### src/design/iaae_pkg.sv
`timescale 1ns / 1ps
`default_nettype none
package iaae_pkg;

    localparam int CORDIC_STEPS_DEF = 16;
    // CORDIC datapath width and angle accumulator width (1/4096 centidegree)
    localparam int DW = 37;
    localparam int ZW = 28;
    localparam int TAB_IW = 5;

    localparam logic [1:0] KIND_ACCEL = 2'd0;
    localparam logic [1:0] KIND_ROTV  = 2'd1;
    localparam logic [1:0] KIND_GYRO  = 2'd2;
    localparam logic [1:0] KIND_OTHER = 2'd3;

    localparam logic [1:0] REG_ENABLED   = 2'd0;
    localparam logic [1:0] REG_HEEL_OFS  = 2'd1;
    localparam logic [1:0] REG_PITCH_OFS = 2'd2;

    localparam logic signed [ZW-1:0] ANG_90    = 28'sd36864000;
    localparam logic signed [20:0]   RATE_GAIN = 21'sd733386;

    typedef struct packed {
        logic [1:0]         kind;
        logic signed [15:0] x;
        logic signed [15:0] y;
        logic signed [15:0] z;
        logic signed [15:0] r;
        logic [7:0]         status;
        logic               active;
    } item_t;

    typedef struct packed {
        logic signed [15:0] heel_ofs;
        logic signed [15:0] pitch_ofs;
    } cfg_t;

    // atan(2^-i) in 1/4096 centidegree
    function automatic logic [24:0] atan_entry(input logic [TAB_IW-1:0] idx);
        logic [24:0] v;
        case (idx)
            5'd0:  v = 25'd18432000;
            5'd1:  v = 25'd10881045;
            5'd2:  v = 25'd5749245;
            5'd3:  v = 25'd2918407;
            5'd4:  v = 25'd1464867;
            5'd5:  v = 25'd733147;
            5'd6:  v = 25'd366663;
            5'd7:  v = 25'd183343;
            5'd8:  v = 25'd91673;
            5'd9:  v = 25'd45837;
            5'd10: v = 25'd22918;
            5'd11: v = 25'd11459;
            5'd12: v = 25'd5730;
            5'd13: v = 25'd2865;
            5'd14: v = 25'd1432;
            5'd15: v = 25'd716;
            5'd16: v = 25'd358;
            5'd17: v = 25'd179;
            5'd18: v = 25'd90;
            5'd19: v = 25'd45;
            5'd20: v = 25'd22;
            5'd21: v = 25'd11;
            5'd22: v = 25'd6;
            5'd23: v = 25'd3;
            default: v = 25'd0;
        endcase
        return v;
    endfunction

endpackage
`default_nettype wire

### src/design/iaae_cordic.sv
`timescale 1ns / 1ps
`default_nettype none
module iaae_cordic #(
    parameter int CORDIC_STEPS = iaae_pkg::CORDIC_STEPS_DEF
) (
    input  wire logic                            clk,
    input  wire logic                            rst_n,
    input  wire logic                            start,
    input  wire logic signed [iaae_pkg::DW-1:0]  x_in,
    input  wire logic signed [iaae_pkg::DW-1:0]  y_in,
    output logic                                 done,
    output logic signed [15:0]                   angle
);
    localparam int SW = $clog2(CORDIC_STEPS + 1);
    localparam int DW = iaae_pkg::DW;
    localparam int ZW = iaae_pkg::ZW;
    localparam int TAB_IW = iaae_pkg::TAB_IW;
    localparam logic signed [ZW-1:0] ANG_MAX = ZW'(18000);
    localparam logic signed [ZW-1:0] HALF_LSB = ZW'(2048);

    logic                 busy_reg, busy_next;
    logic                 zero_reg, zero_next;
    logic                 done_reg, done_next;
    logic [SW-1:0]        i_reg, i_next;
    logic signed [DW-1:0] x_reg, x_next, y_reg, y_next;
    logic signed [ZW-1:0] z_reg, z_next;
    logic signed [15:0]   angle_reg, angle_next;

    logic signed [DW-1:0] dx, dy;
    logic signed [ZW-1:0] tab, zr, c;

    always_comb
    begin
        busy_next  = busy_reg;
        zero_next  = zero_reg;
        done_next  = 1'b0;
        i_next     = i_reg;
        x_next     = x_reg;
        y_next     = y_reg;
        z_next     = z_reg;
        angle_next = angle_reg;
        dx  = y_reg >>> i_reg;
        dy  = x_reg >>> i_reg;
        tab = $signed({3'b000, iaae_pkg::atan_entry(TAB_IW'(i_reg))});
        zr  = z_reg + HALF_LSB;
        c   = zr >>> 12;
        if (start)
        begin
            busy_next = 1'b1;
            i_next    = '0;
            zero_next = (x_in == '0) && (y_in == '0);
            // prerotate left half plane by 90 degrees
            if (x_in < 0)
            begin
                if (y_in >= 0)
                begin
                    x_next = y_in;
                    y_next = -x_in;
                    z_next = iaae_pkg::ANG_90;
                end
                else
                begin
                    x_next = -y_in;
                    y_next = x_in;
                    z_next = -iaae_pkg::ANG_90;
                end
            end
            else
            begin
                x_next = x_in;
                y_next = y_in;
                z_next = '0;
            end
        end
        else if (busy_reg)
        begin
            if (i_reg == SW'(CORDIC_STEPS))
            begin
                busy_next = 1'b0;
                done_next = 1'b1;
                if (zero_reg)
                    angle_next = '0;
                else if (c > ANG_MAX)
                    angle_next = 16'sd18000;
                else if (c < -ANG_MAX)
                    angle_next = -16'sd18000;
                else
                    angle_next = c[15:0];
            end
            else
            begin
                i_next = i_reg + 1'b1;
                if (y_reg > 0)
                begin
                    x_next = x_reg + dx;
                    y_next = y_reg - dy;
                    z_next = z_reg + tab;
                end
                else
                begin
                    x_next = x_reg - dx;
                    y_next = y_reg + dy;
                    z_next = z_reg - tab;
                end
            end
        end
    end

    always_ff @(posedge clk or negedge rst_n)
    begin
        if (!rst_n)
        begin
            busy_reg <= 1'b0;
            done_reg <= 1'b0;
            i_reg    <= '0;
        end
        else
        begin
            busy_reg <= busy_next;
            done_reg <= done_next;
            i_reg    <= i_next;
        end
    end

    always_ff @(posedge clk)
    begin
        zero_reg  <= zero_next;
        x_reg     <= x_next;
        y_reg     <= y_next;
        z_reg     <= z_next;
        angle_reg <= angle_next;
    end

    assign done  = done_reg;
    assign angle = angle_reg;

endmodule
`default_nettype wire

### src/design/iaae_front.sv
`timescale 1ns / 1ps
`default_nettype none
module iaae_front (
    input  wire logic               clk,
    input  wire logic               rst_n,
    input  wire logic               push,
    output logic                    full,
    input  wire logic [1:0]         report_kind,
    input  wire logic signed [15:0] comp_x,
    input  wire logic signed [15:0] comp_y,
    input  wire logic signed [15:0] comp_z,
    input  wire logic signed [15:0] comp_real,
    input  wire logic [7:0]         report_status,
    input  wire logic               cfg_write,
    input  wire logic [1:0]         cfg_index,
    input  wire logic [15:0]        cfg_data,
    output logic                    q_valid,
    input  wire logic               q_pop,
    output iaae_pkg::item_t         q_item,
    output iaae_pkg::cfg_t          cfg
);
    logic               enabled_reg;
    logic signed [15:0] heel_ofs_reg, pitch_ofs_reg;

    iaae_pkg::item_t    fifo_reg [2];
    logic               wr_ptr_reg, rd_ptr_reg;
    logic [1:0]         count_reg, count_next;
    logic               accept, take;
    iaae_pkg::item_t    in_item;

    assign full    = (count_reg == 2'd2);
    assign accept  = push && !full;
    assign q_valid = (count_reg != 2'd0);
    assign take    = q_pop && q_valid;
    assign q_item  = fifo_reg[rd_ptr_reg];
    assign cfg.heel_ofs  = heel_ofs_reg;
    assign cfg.pitch_ofs = pitch_ofs_reg;

    // classify: only enabled, known kinds touch the record
    always_comb
    begin
        in_item.kind   = report_kind;
        in_item.x      = comp_x;
        in_item.y      = comp_y;
        in_item.z      = comp_z;
        in_item.r      = comp_real;
        in_item.status = report_status;
        in_item.active = enabled_reg && (report_kind != iaae_pkg::KIND_OTHER);
        count_next     = count_reg + {1'b0, accept} - {1'b0, take};
    end

    always_ff @(posedge clk or negedge rst_n)
    begin
        if (!rst_n)
        begin
            enabled_reg   <= 1'b0;
            heel_ofs_reg  <= '0;
            pitch_ofs_reg <= '0;
            wr_ptr_reg    <= 1'b0;
            rd_ptr_reg    <= 1'b0;
            count_reg     <= '0;
        end
        else
        begin
            if (cfg_write)
            begin
                case (cfg_index)
                    iaae_pkg::REG_ENABLED:   enabled_reg   <= cfg_data[0];
                    iaae_pkg::REG_HEEL_OFS:  heel_ofs_reg  <= cfg_data;
                    iaae_pkg::REG_PITCH_OFS: pitch_ofs_reg <= cfg_data;
                    default: ;
                endcase
            end
            if (accept)
                wr_ptr_reg <= !wr_ptr_reg;
            if (take)
                rd_ptr_reg <= !rd_ptr_reg;
            count_reg <= count_next;
        end
    end

    always_ff @(posedge clk)
    begin
        if (accept)
            fifo_reg[wr_ptr_reg] <= in_item;
    end

endmodule
`default_nettype wire

### src/design/iaae_back.sv
`timescale 1ns / 1ps
`default_nettype none
module iaae_back #(
    parameter int CORDIC_STEPS = iaae_pkg::CORDIC_STEPS_DEF
) (
    input  wire logic               clk,
    input  wire logic               rst_n,
    input  wire logic               q_valid,
    output logic                    q_pop,
    input  wire iaae_pkg::item_t    q_item,
    input  wire iaae_pkg::cfg_t     cfg,
    output logic                    empty,
    input  wire logic               pop,
    output logic signed [15:0]      heel,
    output logic signed [15:0]      pitch,
    output logic [15:0]             heading,
    output logic [1:0]              accuracy,
    output logic signed [19:0]      roll_rate,
    output logic signed [19:0]      pitch_rate,
    output logic signed [19:0]      yaw_rate,
    output logic                    updated
);
    localparam int DW = iaae_pkg::DW;
    localparam int ROOT_W = 30;
    localparam int RAD_W = 2 * ROOT_W;

    localparam logic [2:0] S_IDLE  = 3'd0;
    localparam logic [2:0] S_MUL   = 3'd1;
    localparam logic [2:0] S_SQRT  = 3'd2;
    localparam logic [2:0] S_START = 3'd3;
    localparam logic [2:0] S_CORD  = 3'd4;
    localparam logic [2:0] S_DONE  = 3'd5;

    logic [2:0]           state_reg, state_next;
    iaae_pkg::item_t      item_reg, item_next;
    logic [4:0]           cnt_reg, cnt_next;
    logic                 phase_reg, phase_next;
    logic signed [DW-1:0] acc_a_reg, acc_a_next, acc_b_reg, acc_b_next;
    logic signed [19:0]   rt_reg [3];
    logic signed [19:0]   rt_next [3];
    logic [ROOT_W:0]      rem_reg, rem_next;
    logic [ROOT_W-1:0]    root_reg, root_next;
    logic [RAD_W-1:0]     rad_reg, rad_next;
    logic signed [15:0]   h_reg, h_next, p_reg, p_next, hd_reg, hd_next;

    logic signed [15:0]   heel_reg, heel_next, pitch_reg, pitch_next;
    logic [15:0]          heading_reg, heading_next;
    logic [1:0]           acc_reg, acc_next;
    logic signed [19:0]   rate_reg [3];
    logic signed [19:0]   rate_next [3];
    logic                 upd_reg, upd_next;
    logic                 out_valid_reg, out_valid_next;

    logic signed [15:0]   mul_a;
    logic signed [20:0]   mul_b;
    logic signed [DW-1:0] prod, acc_sum, rsum;
    logic [ROOT_W+2:0]    rem_t, trial;
    logic                 cord_start, cord_done;
    logic signed [DW-1:0] cord_x, cord_y;
    logic signed [15:0]   cord_angle;
    logic [16:0]          hd_wrapped;

    function automatic logic signed [15:0] wrap180(input logic signed [15:0] a,
                                                   input logic signed [15:0] ofs);
        logic signed [17:0] d;
        d = 18'(a) - 18'(ofs);
        if (d > 18'sd18000)
            d = d - 18'sd36000;
        else if (d < -18'sd18000)
            d = d + 18'sd36000;
        return d[15:0];
    endfunction

    iaae_cordic #(
        .CORDIC_STEPS(CORDIC_STEPS)
    ) u_cordic (
        .clk   (clk),
        .rst_n (rst_n),
        .start (cord_start),
        .x_in  (cord_x),
        .y_in  (cord_y),
        .done  (cord_done),
        .angle (cord_angle)
    );

    // shared multiplier operand select
    always_comb
    begin
        mul_a = item_reg.x;
        mul_b = 21'(item_reg.x);
        case (item_reg.kind)
            iaae_pkg::KIND_ACCEL:
            begin
                mul_a = (cnt_reg[0]) ? item_reg.y : item_reg.x;
                mul_b = 21'(mul_a);
            end
            iaae_pkg::KIND_ROTV:
            begin
                case (cnt_reg[1:0])
                    2'd0:
                    begin
                        mul_a = item_reg.r;
                        mul_b = 21'(item_reg.z);
                    end
                    2'd1:
                    begin
                        mul_a = item_reg.x;
                        mul_b = 21'(item_reg.y);
                    end
                    2'd2:
                    begin
                        mul_a = item_reg.y;
                        mul_b = 21'(item_reg.y);
                    end
                    default:
                    begin
                        mul_a = item_reg.z;
                        mul_b = 21'(item_reg.z);
                    end
                endcase
            end
            iaae_pkg::KIND_GYRO:
            begin
                case (cnt_reg[1:0])
                    2'd0:    mul_a = item_reg.x;
                    2'd1:    mul_a = item_reg.y;
                    default: mul_a = item_reg.z;
                endcase
                mul_b = iaae_pkg::RATE_GAIN;
            end
            default: ;
        endcase
    end

    assign prod = $signed({{21{mul_a[15]}}, mul_a} * {{16{mul_b[20]}}, mul_b});
    assign acc_sum = acc_a_reg + prod;
    assign rsum = prod + DW'(32768);
    assign rem_t = {rem_reg, rad_reg[RAD_W-1 -: 2]};
    assign trial = {1'b0, root_reg, 2'b01};
    assign hd_wrapped = (hd_reg < 0) ? 17'(hd_reg) + 17'd36000 : 17'(hd_reg);

    always_comb
    begin
        cord_x = {{7{item_reg.x[15]}}, item_reg.x, 14'd0};
        cord_y = {{7{item_reg.y[15]}}, item_reg.y, 14'd0};
        if (item_reg.kind == iaae_pkg::KIND_ROTV)
        begin
            cord_y = {acc_a_reg[DW-2:0], 1'b0};
            cord_x = DW'(1 << 28) - {acc_b_reg[DW-2:0], 1'b0};
        end
        else if (phase_reg)
        begin
            cord_y = -$signed({{7{item_reg.z[15]}}, item_reg.z, 14'd0});
            cord_x = {7'd0, root_reg};
        end
    end

    always_comb
    begin
        state_next     = state_reg;
        item_next      = item_reg;
        cnt_next       = cnt_reg;
        phase_next     = phase_reg;
        acc_a_next     = acc_a_reg;
        acc_b_next     = acc_b_reg;
        rt_next        = rt_reg;
        rem_next       = rem_reg;
        root_next      = root_reg;
        rad_next       = rad_reg;
        h_next         = h_reg;
        p_next         = p_reg;
        hd_next        = hd_reg;
        heel_next      = heel_reg;
        pitch_next     = pitch_reg;
        heading_next   = heading_reg;
        acc_next       = acc_reg;
        rate_next      = rate_reg;
        upd_next       = upd_reg;
        out_valid_next = out_valid_reg && !pop;
        q_pop          = 1'b0;
        cord_start     = 1'b0;
        case (state_reg)
            S_IDLE:
            begin
                if (q_valid)
                begin
                    q_pop      = 1'b1;
                    item_next  = q_item;
                    cnt_next   = '0;
                    phase_next = 1'b0;
                    acc_a_next = '0;
                    acc_b_next = '0;
                    state_next = q_item.active ? S_MUL : S_DONE;
                end
            end
            S_MUL:
            begin
                cnt_next = cnt_reg + 1'b1;
                case (item_reg.kind)
                    iaae_pkg::KIND_ACCEL:
                    begin
                        acc_a_next = acc_sum;
                        if (cnt_reg[0])
                        begin
                            rad_next   = {acc_sum[31:0], 28'd0};
                            rem_next   = '0;
                            root_next  = '0;
                            cnt_next   = '0;
                            state_next = S_SQRT;
                        end
                    end
                    iaae_pkg::KIND_ROTV:
                    begin
                        if (!cnt_reg[1])
                            acc_a_next = acc_sum;
                        else
                            acc_b_next = acc_b_reg + prod;
                        if (cnt_reg[1:0] == 2'd3)
                            state_next = S_START;
                    end
                    default:
                    begin
                        case (cnt_reg[1:0])
                            2'd0:    rt_next[0] = rsum[35:16];
                            2'd1:    rt_next[1] = rsum[35:16];
                            default: rt_next[2] = rsum[35:16];
                        endcase
                        if (cnt_reg[1:0] == 2'd2)
                            state_next = S_DONE;
                    end
                endcase
            end
            S_SQRT:
            begin
                // one root bit per cycle
                rad_next = {rad_reg[RAD_W-3:0], 2'b00};
                if (rem_t >= trial)
                begin
                    rem_next  = (ROOT_W+1)'(rem_t - trial);
                    root_next = {root_reg[ROOT_W-2:0], 1'b1};
                end
                else
                begin
                    rem_next  = rem_t[ROOT_W:0];
                    root_next = {root_reg[ROOT_W-2:0], 1'b0};
                end
                cnt_next = cnt_reg + 1'b1;
                if (cnt_reg == 5'(ROOT_W - 1))
                    state_next = S_START;
            end
            S_START:
            begin
                cord_start = 1'b1;
                state_next = S_CORD;
            end
            S_CORD:
            begin
                if (cord_done)
                begin
                    if (item_reg.kind == iaae_pkg::KIND_ROTV)
                    begin
                        hd_next    = cord_angle;
                        state_next = S_DONE;
                    end
                    else if (!phase_reg)
                    begin
                        h_next     = cord_angle;
                        phase_next = 1'b1;
                        state_next = S_START;
                    end
                    else
                    begin
                        p_next     = cord_angle;
                        state_next = S_DONE;
                    end
                end
            end
            S_DONE:
            begin
                // hold until the result slot is free
                if (!out_valid_reg || pop)
                begin
                    if (item_reg.active)
                    begin
                        case (item_reg.kind)
                            iaae_pkg::KIND_ACCEL:
                            begin
                                heel_next  = wrap180(h_reg, cfg.heel_ofs);
                                pitch_next = wrap180(p_reg, cfg.pitch_ofs);
                            end
                            iaae_pkg::KIND_ROTV:
                            begin
                                heading_next = hd_wrapped[15:0];
                                acc_next     = item_reg.status[1:0];
                            end
                            default:
                                rate_next = rt_reg;
                        endcase
                    end
                    upd_next       = item_reg.active;
                    out_valid_next = 1'b1;
                    state_next     = S_IDLE;
                end
            end
            default:
                state_next = S_IDLE;
        endcase
    end

    always_ff @(posedge clk or negedge rst_n)
    begin
        if (!rst_n)
        begin
            state_reg     <= S_IDLE;
            out_valid_reg <= 1'b0;
            heel_reg      <= '0;
            pitch_reg     <= '0;
            heading_reg   <= '0;
            acc_reg       <= '0;
            rate_reg      <= '{default: '0};
            upd_reg       <= 1'b0;
        end
        else
        begin
            state_reg     <= state_next;
            out_valid_reg <= out_valid_next;
            heel_reg      <= heel_next;
            pitch_reg     <= pitch_next;
            heading_reg   <= heading_next;
            acc_reg       <= acc_next;
            rate_reg      <= rate_next;
            upd_reg       <= upd_next;
        end
    end

    always_ff @(posedge clk)
    begin
        item_reg  <= item_next;
        cnt_reg   <= cnt_next;
        phase_reg <= phase_next;
        acc_a_reg <= acc_a_next;
        acc_b_reg <= acc_b_next;
        rt_reg    <= rt_next;
        rem_reg   <= rem_next;
        root_reg  <= root_next;
        rad_reg   <= rad_next;
        h_reg     <= h_next;
        p_reg     <= p_next;
        hd_reg    <= hd_next;
    end

    assign empty      = !out_valid_reg;
    assign heel       = heel_reg;
    assign pitch      = pitch_reg;
    assign heading    = heading_reg;
    assign accuracy   = acc_reg;
    assign roll_rate  = rate_reg[0];
    assign pitch_rate = rate_reg[1];
    assign yaw_rate   = rate_reg[2];
    assign updated    = upd_reg;

endmodule
`default_nettype wire

### src/design/imu_attitude_angle_engine.sv
// IMU attitude engine: one sensor report in, one copy of the held attitude record out.
// Input side is a queue: drive the report fields with push; the item is taken on a
// clock edge where push is high and full is low. A two-entry queue sits in front.
// Result side is a queue: while empty is low the record (heel, pitch, heading,
// accuracy, three rates, updated) is on the ports; pop takes it.
// Configuration: cfg_write with cfg_index 0 (enabled), 1 (heel offset), 2 (pitch
// offset) and cfg_data; write only while no item is in flight.
// Each item is worked by the back-end sequencer with one shared multiplier and one
// CORDIC unit: gyroscope items use the multiplier only, rotation vector items the
// multiplier and one CORDIC pass, accelerometer items the multiplier, a bit-serial
// square root and two CORDIC passes; ignored items skip straight to the result.
// Items are worked one at a time; the next one is taken off the queue as soon as
// the previous result is placed in the result register.
// When the receiver stalls, one result waits on the ports, the back end finishes
// the next item and holds it, and the input queue then fills and raises full.
// Reset clears configuration, the record and both queues.
`timescale 1ns / 1ps
`default_nettype none
module imu_attitude_angle_engine #(
    parameter int CORDIC_STEPS = iaae_pkg::CORDIC_STEPS_DEF
) (
    input  wire logic               clk,
    input  wire logic               rst_n,
    input  wire logic               push,
    output logic                    full,
    input  wire logic [1:0]         report_kind,
    input  wire logic signed [15:0] comp_x,
    input  wire logic signed [15:0] comp_y,
    input  wire logic signed [15:0] comp_z,
    input  wire logic signed [15:0] comp_real,
    input  wire logic [7:0]         report_status,
    output logic                    empty,
    input  wire logic               pop,
    output logic signed [15:0]      heel,
    output logic signed [15:0]      pitch,
    output logic [15:0]             heading,
    output logic [1:0]              accuracy,
    output logic signed [19:0]      roll_rate,
    output logic signed [19:0]      pitch_rate,
    output logic signed [19:0]      yaw_rate,
    output logic                    updated,
    input  wire logic               cfg_write,
    input  wire logic [1:0]         cfg_index,
    input  wire logic [15:0]        cfg_data
);
    logic            q_valid, q_pop;
    iaae_pkg::item_t q_item;
    iaae_pkg::cfg_t  cfg;

    iaae_front u_front (
        .clk           (clk),
        .rst_n         (rst_n),
        .push          (push),
        .full          (full),
        .report_kind   (report_kind),
        .comp_x        (comp_x),
        .comp_y        (comp_y),
        .comp_z        (comp_z),
        .comp_real     (comp_real),
        .report_status (report_status),
        .cfg_write     (cfg_write),
        .cfg_index     (cfg_index),
        .cfg_data      (cfg_data),
        .q_valid       (q_valid),
        .q_pop         (q_pop),
        .q_item        (q_item),
        .cfg           (cfg)
    );

    iaae_back #(
        .CORDIC_STEPS(CORDIC_STEPS)
    ) u_back (
        .clk        (clk),
        .rst_n      (rst_n),
        .q_valid    (q_valid),
        .q_pop      (q_pop),
        .q_item     (q_item),
        .cfg        (cfg),
        .empty      (empty),
        .pop        (pop),
        .heel       (heel),
        .pitch      (pitch),
        .heading    (heading),
        .accuracy   (accuracy),
        .roll_rate  (roll_rate),
        .pitch_rate (pitch_rate),
        .yaw_rate   (yaw_rate),
        .updated    (updated)
    );

endmodule
`default_nettype wire

### config.mk
export PLATFORM = sky130hd
export DESIGN_NAME = imu_attitude_angle_engine
export DESIGN_NICKNAME = d
export VERILOG_FILES = /design/src/design/iaae_pkg.sv /design/src/design/iaae_cordic.sv /design/src/design/iaae_front.sv /design/src/design/iaae_back.sv /design/src/design/imu_attitude_angle_engine.sv
export SDC_FILE = /design/constraint.sdc
export NUM_CORES = 2
export LEC_CHECK = 0
export ABC_AREA = 0
export BUFFER_PORTS_ARGS = -buffer_cell sky130_fd_sc_hd__buf_2
export CAP_MARGIN = 20
export CORE_MARGIN = 2
export CORE_UTILIZATION = 48
export DETAILED_ROUTE_END_ITERATION = 16
export GPL_ROUTABILITY_DRIVEN = 1
export REMOVE_ABC_BUFFERS = 1
export SLEW_MARGIN = 30
export SYNTH_ARGS = -nofsm -noshare
export SYNTH_HDL_FRONTEND = slang
export SYNTH_SLANG_ARGS = --single-unit
### constraint.sdc
create_clock -name clk -period 12.3 [get_ports clk]
set_clock_uncertainty 0.05 [all_clocks]
set_input_delay 1.23 -clock clk [delete_from_list [all_inputs] [get_ports clk]]
set_output_delay 1.23 -clock clk [all_outputs]
set_load 0.01 [all_outputs]
## Word level (Yosys, flattened, before mapping)

Memories as Yosys holds them, arrays and structs flattened.
Index checks and enable logic that the tools add are counted.

- Shift-type cells: 2
- Magnitude comparators: 11
- Muxes and demuxes: 89
- Reductions and logical operators: 50
- Add/sub/neg operators: 26
- Equal/unequal tests: 31
- $mul: 1
- Bitwise gates (word level): 5

Operators by type and width:

| operator | number |
|---|---|
| 37-bit 2-to-1 mux | 20 |
| 37-bit case mux with 2 select lines | 3 |
| 28-bit 2-to-1 mux | 6 |
| 37-bit adder | 4 |
| 60-bit 2-to-1 mux | 2 |
| 60-bit case mux with 2 select lines | 1 |
| 16-bit 2-to-1 mux | 7 |
| 16-bit case mux with 3 select lines | 2 |
| 31-bit 2-to-1 mux | 3 |
| 37-bit zero test | 2 |
| 37-bit negator | 2 |
| 37-bit by 5-bit >>> shifter with 37-bit output | 2 |
| 37-bit subtractor | 2 |
| 21-bit case mux with 3 select lines | 1 |
| 31-bit case mux with 2 select lines | 1 |
| 30-bit 2-to-1 mux | 2 |
| 30-bit case mux with 2 select lines | 1 |
| 16-bit adder, second input constant | 3 |
| 37-bit by 1-bit greater-or-equal comparator with 1-bit output, second input constant | 1 |
| 37-bit by 1-bit > comparator with 1-bit output, second input constant | 1 |
| 37-bit by 1-bit less-than comparator with 1-bit output, second input constant | 1 |
| 16-bit by 21-bit multiplier with 37-bit output | 1 |
| 30-bit negator with 37-bit output | 1 |
| 29-bit by 37-bit subtractor with 37-bit output, first input constant | 1 |
| other kinds (52) | 145 |

- Input bits: 97
- Output and inout port bits: 113
- Memory bits (writable): 150
- Word-level logic and storage cells: 263
- Register bits: 656
- Memories kept: 2
- Bits in read-only memories: 800

Memories:

| name | depth | width | read ports | clocked after Yosys merged registers in | wr ports | line | RTL |
|---|---|---|---|---|---|---|---|
| (name not given) | 32 | 25 | 1 | 0 | 0 | iaae_pkg.sv:41 | `case (idx)` |
| u_front.fifo_reg | 2 | 75 | 1 | 0 | 1 | iaae_front.sv:25 | `iaae_pkg::item_t fifo_reg [2];` |

## Logic depth before layout (Yosys ltp)

- Word-level depth: 9
- Depth in mapped cells: 46
- Depth with buffers taken out: 40

## Hierarchy

From an unflattened synthesis, not the netlist that was laid out.

- Cell total of the unflattened synthesis: 6,836
- Area total of the unflattened synthesis: 67,090.6 µm²

Modules (own cells, without submodules):

| module | area each (µm²) | cells an instance | seq. area each (µm²) | times used |
|---|---|---|---|---|
| iaae_back | 39,744.4 | 4,036 | 13,327.8 | 1 |
| iaae_cordic | 20,397.1 | 2,477 | 3,748.6 | 1 |
| iaae_front | 6,949.2 | 323 | 5,430.2 | 1 |

## Worst setup path before layout

No wires, ideal clock.

- Kind: register to register
- Start: register u_back.item_reg[74] in the netlist's numbering
- End: register u_back.acc_b_reg[35] (data pin)
- Library setup time: 0.266 ns
- Period minus slack after synthesis: 10.755 ns
- Arrival: 10.439 ns
- Slack: 1.545 ns
- Stages on the path, launching flop included: 43
- Required time: 11.984 ns
- Path buffers: 9
- Cell sequence: edfxtp_1 -> clkbuf_1 -> nor2b_1 -> clkbuf_1 -> clkbuf_1 -> buf_1 -> buf_1 -> clkbuf_1 -> clkbuf_1 -> clkbuf_1 -> nand2_1 -> o221ai_1 -> o21a_1 -> clkbuf_1 -> nand2_1 -> fa_1 -> inv_1 -> fa_1 -> [7 not listed] -> a21oi_1 -> nand3_1 -> a211oi_1 -> nor2_1 -> a311oi_1 -> xnor2_1 -> ha_1 -> and3_1 -> a31o_2 -> a21oi_1 -> o21ai_0 -> a211oi_1 -> a21bo_2 -> a21oi_1 -> a21oi_1 -> o211ai_1 -> xnor2_1 -> nor2_1

- Word-level cells in the longest chain between the ends: 7
- Elaborated cells on any way between the ends: 10
- Those cells by class: add/sub: 1; mul: 1; eq/ne: 2; mux: 5; reduce/logical: 1

Ends and longest elaborated chain:

| element | line | RTL |
|---|---|---|
| from (decl) | iaae_back.sv:35 | `iaae_pkg::item_t item_reg, item_next;` |
| from (signal assigned) | iaae_back.sv:338 | `item_reg <= item_next;` |
| 2-bit == test, or another cell as far along | iaae_back.sv:91 | `case (item_reg.kind)` |
| 16-bit case mux with 3 select lines or 21-bit case mux with 3 select lines (tied branches) | iaae_back.sv:91 |  |
| 16-bit by 21-bit multiplier with 37-bit output * | iaae_back.sv:135 | `assign prod = $signed({{21{mul_a[15]}}, mul_a} * {{16{mul_b[20]}}, mul_b});` |
| 37-bit adder * | iaae_back.sv:217 | `acc_b_next = acc_b_reg + prod;` |
| 37-bit 2-to-1 mux * | iaae_back.sv:214 | `if (!cnt_reg[1])` |
| 37-bit 2-to-1 mux * | iaae_back.sv:199 | `case (item_reg.kind)` |
| 37-bit case mux with 2 select lines * | iaae_back.sv:182 | `case (state_reg)` |
| to (signal assigned) | iaae_back.sv:342 | `acc_b_reg <= acc_b_next;` |
| to (decl) | iaae_back.sv:38 | `logic signed [DW-1:0] acc_a_reg, acc_a_next, acc_b_reg, acc_b_next;` |

Mark *: on every way between the ends. The rest lies on a longest branch, timed or not. The select of a mux whose other input is x is not followed.
A chain may end at the register's enable or synchronous reset.

## Worst setup path after layout

- Start: register u_back.cnt_reg[0]
- End: register u_back.acc_b_reg[35] (data pin)

- Word-level cells in the longest chain between the ends: 9
- Elaborated cells on any way between the ends: 15
- Those cells by class: add/sub: 1; mul: 1; eq/ne: 2; mux: 9; reduce/logical: 2

Ends and longest elaborated chain:

| element | line | RTL |
|---|---|---|
| from (decl) | iaae_back.sv:36 | `logic [4:0] cnt_reg, cnt_next;` |
| from (signal assigned) | iaae_back.sv:339 | `cnt_reg <= cnt_next;` |
| 2-bit by 1-bit == test with 1-bit output or 2-bit == test (tied branches) | iaae_back.sv:99, iaae_back.sv:124 |  |
| 2-bit OR reduction (no line) | - |  |
| 21-bit 2-to-1 mux | iaae_back.sv:99 | `case (cnt_reg[1:0])` |
| 21-bit case mux with 3 select lines | iaae_back.sv:91 |  |
| 16-bit by 21-bit multiplier with 37-bit output * | iaae_back.sv:135 |  |
| 37-bit adder * | iaae_back.sv:217 |  |
| 37-bit 2-to-1 mux * | iaae_back.sv:214 |  |
| 37-bit 2-to-1 mux * | iaae_back.sv:199 |  |
| 37-bit case mux with 2 select lines * | iaae_back.sv:182 |  |

Marked as above.

==> impl_metrics.py <==
metrics = {
    "worst_setup_path": {
        "worstPathArrival_ns": 11.88,
        "cp.required_ns": 12.63,
        "cp_slowest_stage_delay_ns": 0.65,
        "crit_type": "reg2reg",
        "cp_slowest_cell": "a211oi_1",
        "worstSetupStartpoint": "u_back.cnt_reg[0]",
        "end_kind": "register",
        "cp_max_fo": 19,
        "r2r-start": "u_back.cnt_reg[0]",
        "critPathLaunchType": "register",
    },
    "clock_tree": {
        "cts.sinks": 764,
        "clkSlewWorstSetupHoldPaths_ns": 0.06,
        "clk_latency_ns": 0.73,
        "hold_buffers": 0,
        "post_cts_resized": 0,
        "cts_htree_levels": 3,
        "cts_buffers": 88,
        "postCtsSetupBuffers": 0,
        "clk_path_buf_depth": 3,
        "cts-root-buf": "clkbuf_16",
        "cts_tree": "done",
    },
    "floorplan": {
        "fp.dieW_um": 374,
        "rows": 135,
        "die_y_um": 374,
        "io_pins": 210,
        "coreArea_um2": 136000,
        "dieArea_um2": 140000,
        "start_util_pct": 48.5,
    },
    "synth": {
        "synth_top_cells_by_count": "607 x nor2_1, 605 x edfxtp_1, 583 x nand2_1",
        "synth_area_leaders": "edfxtp_1 28%, fa_1 10%, ha_1 6.8%",
        "yosysMostFrequentCell": "nor2_1",
        "ys_async_sr_fraction_pct": 20.8,
        "yosys_warnings": 0,
        "ys_ff_latch": 764,
        "synth_area_per_cell_um2": 9.72,
        "synth_cells": 6771,
        "synth.top_cell.area_share_pct": 27.6,
        "synth_top_cell_by_area": "edfxtp_1",
        "synth_cell_types": 96,
        "yosysSeqAreaShare_pct": 33.7,
        "syn_area_um2": 65800,
        "synth_edf_count": 605,
        "synth-main-ff-cell": "edfxtp_1",
    },
    "drt": {
        "wl_per_cell_um": 23.8,
        "wl_met1_mm": 89.7,
        "vias": 53100,
        "routed_wl_mm": 207,
        "routed-wl-met3_mm": 14.1,
        "drt_first_pass_iters": 6,
        "drtIter0Drc": 5170,
        "via_per_inst": 6.09,
        "highest_layer": "met5",
        "drc": 0,
        "wl_met2_mm": 93.6,
        "drtAntennaViolNets": 0,
    },
    "global_routing": {
        "grt_pass1_wl_mm": 313,
        "track_usage_pct": 29.1,
        "grt_overflow": 0,
        "antenna_found_initial": 7,
        "grt_pass1_vias": 50700,
        "grt_max_degree": 90,
    },
    "timing": {
        "slew_viol_final": 0,
        "grt_setup_unrepaired": "false",
        "maxSlewHeadroom_pct": 29.2,
        "setup_viol": 0,
        "fin_crit_ns": 11.55,
        "max_freq_ghz": 0.0866,
        "hold_ws_ns": 0.412,
        "tightest_slew_ns": 1.05,
        "min_period_over_period_pct": 93.9,
        "hold_viol": 0,
    },
    "placed_design": {
        "dp_hpwl_mm": 161,
        "routabilityCongestion": 0.986,
        "portBuffers": 203,
    },
    "layout": {
        "nets": 7650,
        "drive_gt1_share_pct": 12.8,
        "diodes": 0,
        "largest_reg_flops": 138,
        "syn_to_final_growth_pct": 8.97,
    },
    "outcome": {
        "run_status": "finished, final reports clean",
    },
    "flow_run": {
        "drv_cap": 0,
    },
    "hold_path": {
        "min_from": "u_back.hd_reg[0]",
        "hold_class": "reg2reg",
    },
}
[final cells by class]
class / instances / area, µm²
fill: 12500 / 64100
clock inverter: 57 / 455
multi-input combinational: 5121 / 40500
tap: 1781 / 2230
sequential: 764 / 22200
timing repair buffer: 314 / 1910
inverter: 572 / 2150
clock buffer: 109 / 2360
[worst max-delay path: cells and delay by family (launching register included)]
kind / cells / cell delay [ns]
and+or+nand+nor: 4 / 0.88
AOI/OAI and AO/OA: 16 / 4.14
buffers and inverters: 6 / 1.00
DFF: 1 / 0.51
adders and majority gates: 9 / 4.19
xor gates and xnor gates: 2 / 0.48
[cell families after synthesis]
kind of cell               synth area share (%)
AOI/OAI and AO/OA                          15.8
xor gates and xnor gates                   5.94
adders and majority gates                  16.9
buffers and inverters                      5.18
DFF                                        33.7
muxes                                      8.45
and+or+nand+nor                            14.0
[per-layer routing]
layer,GRT usage (%),vias to the layer above
li1,-,24600
met1,40.0,26100
met2,45.9,2017
met3,4.51,415
met4,12.2,6
met5,0,-
[stage by stage]
stage | area, µm² | setup slack (ns) | util (%) | std cells | setup TNS (ns)
final | 71700 | 0.750 | 52.8 | 8718 | 0
after global routing | 71700 | 0.245 | 52.8 | 8718 | 0
after CTS | 71600 | 0.824 | 52.8 | 8715 | 0
after detailed placement | 68800 | 0.855 | 50.7 | 8549 | 0
after global placement | 68700 | 0.952 | 50.6 | 8548 | 0
after floorplan | 64500 | -0.465 | - | 6457 | -2.90
[cells in the final DEF (no fill, tap or decap), types with 27 or more instances in the layout]
cell type,count
nor3_1,131
xnor2_1,270
inv_1,566
ha_1,360
dfrtp_1,153
o21ai_0,383
mux2_2,218
buf_2,203
a21oi_1,405
or4_1,27
and3_1,54
and2_1,55
o31ai_1,47
nor4_1,47
or2_2,42
edfxtp_1,605
nand2b_1,76
mux2i_1,101
o22ai_1,37
nand4_1,36
a21o_1,100
a31oi_1,78
xor2_1,174
o211ai_1,55
nor2b_1,60
nand2_1,578
or3_1,51
o21a_1,75
clkbuf_16,91
nand3_1,103
o21bai_1,34
buf_4,105
fa_1,332
nor2_1,604
mux4_2,93
a211oi_1,62
[final timing paths]
path                                             to  slack (ns)  cells after the start
max in group asynchronous  u_back.u_cordic.i_reg[0]       10.49                      2
min in group asynchronous           u_back.heel[11]        0.50                      1
hold / removal                    u_back.heading[0]        0.41                      1
hold reg to reg                   u_back.heading[0]        0.41                      1
setup reg to reg               u_back.acc_b_reg[35]        0.75                     37
setup / recovery               u_back.acc_b_reg[35]        0.75                     37
Power is left out: the tool's default activity adds up to more than one toggle a clock period on the data nets, which glitch-free logic cannot reach.
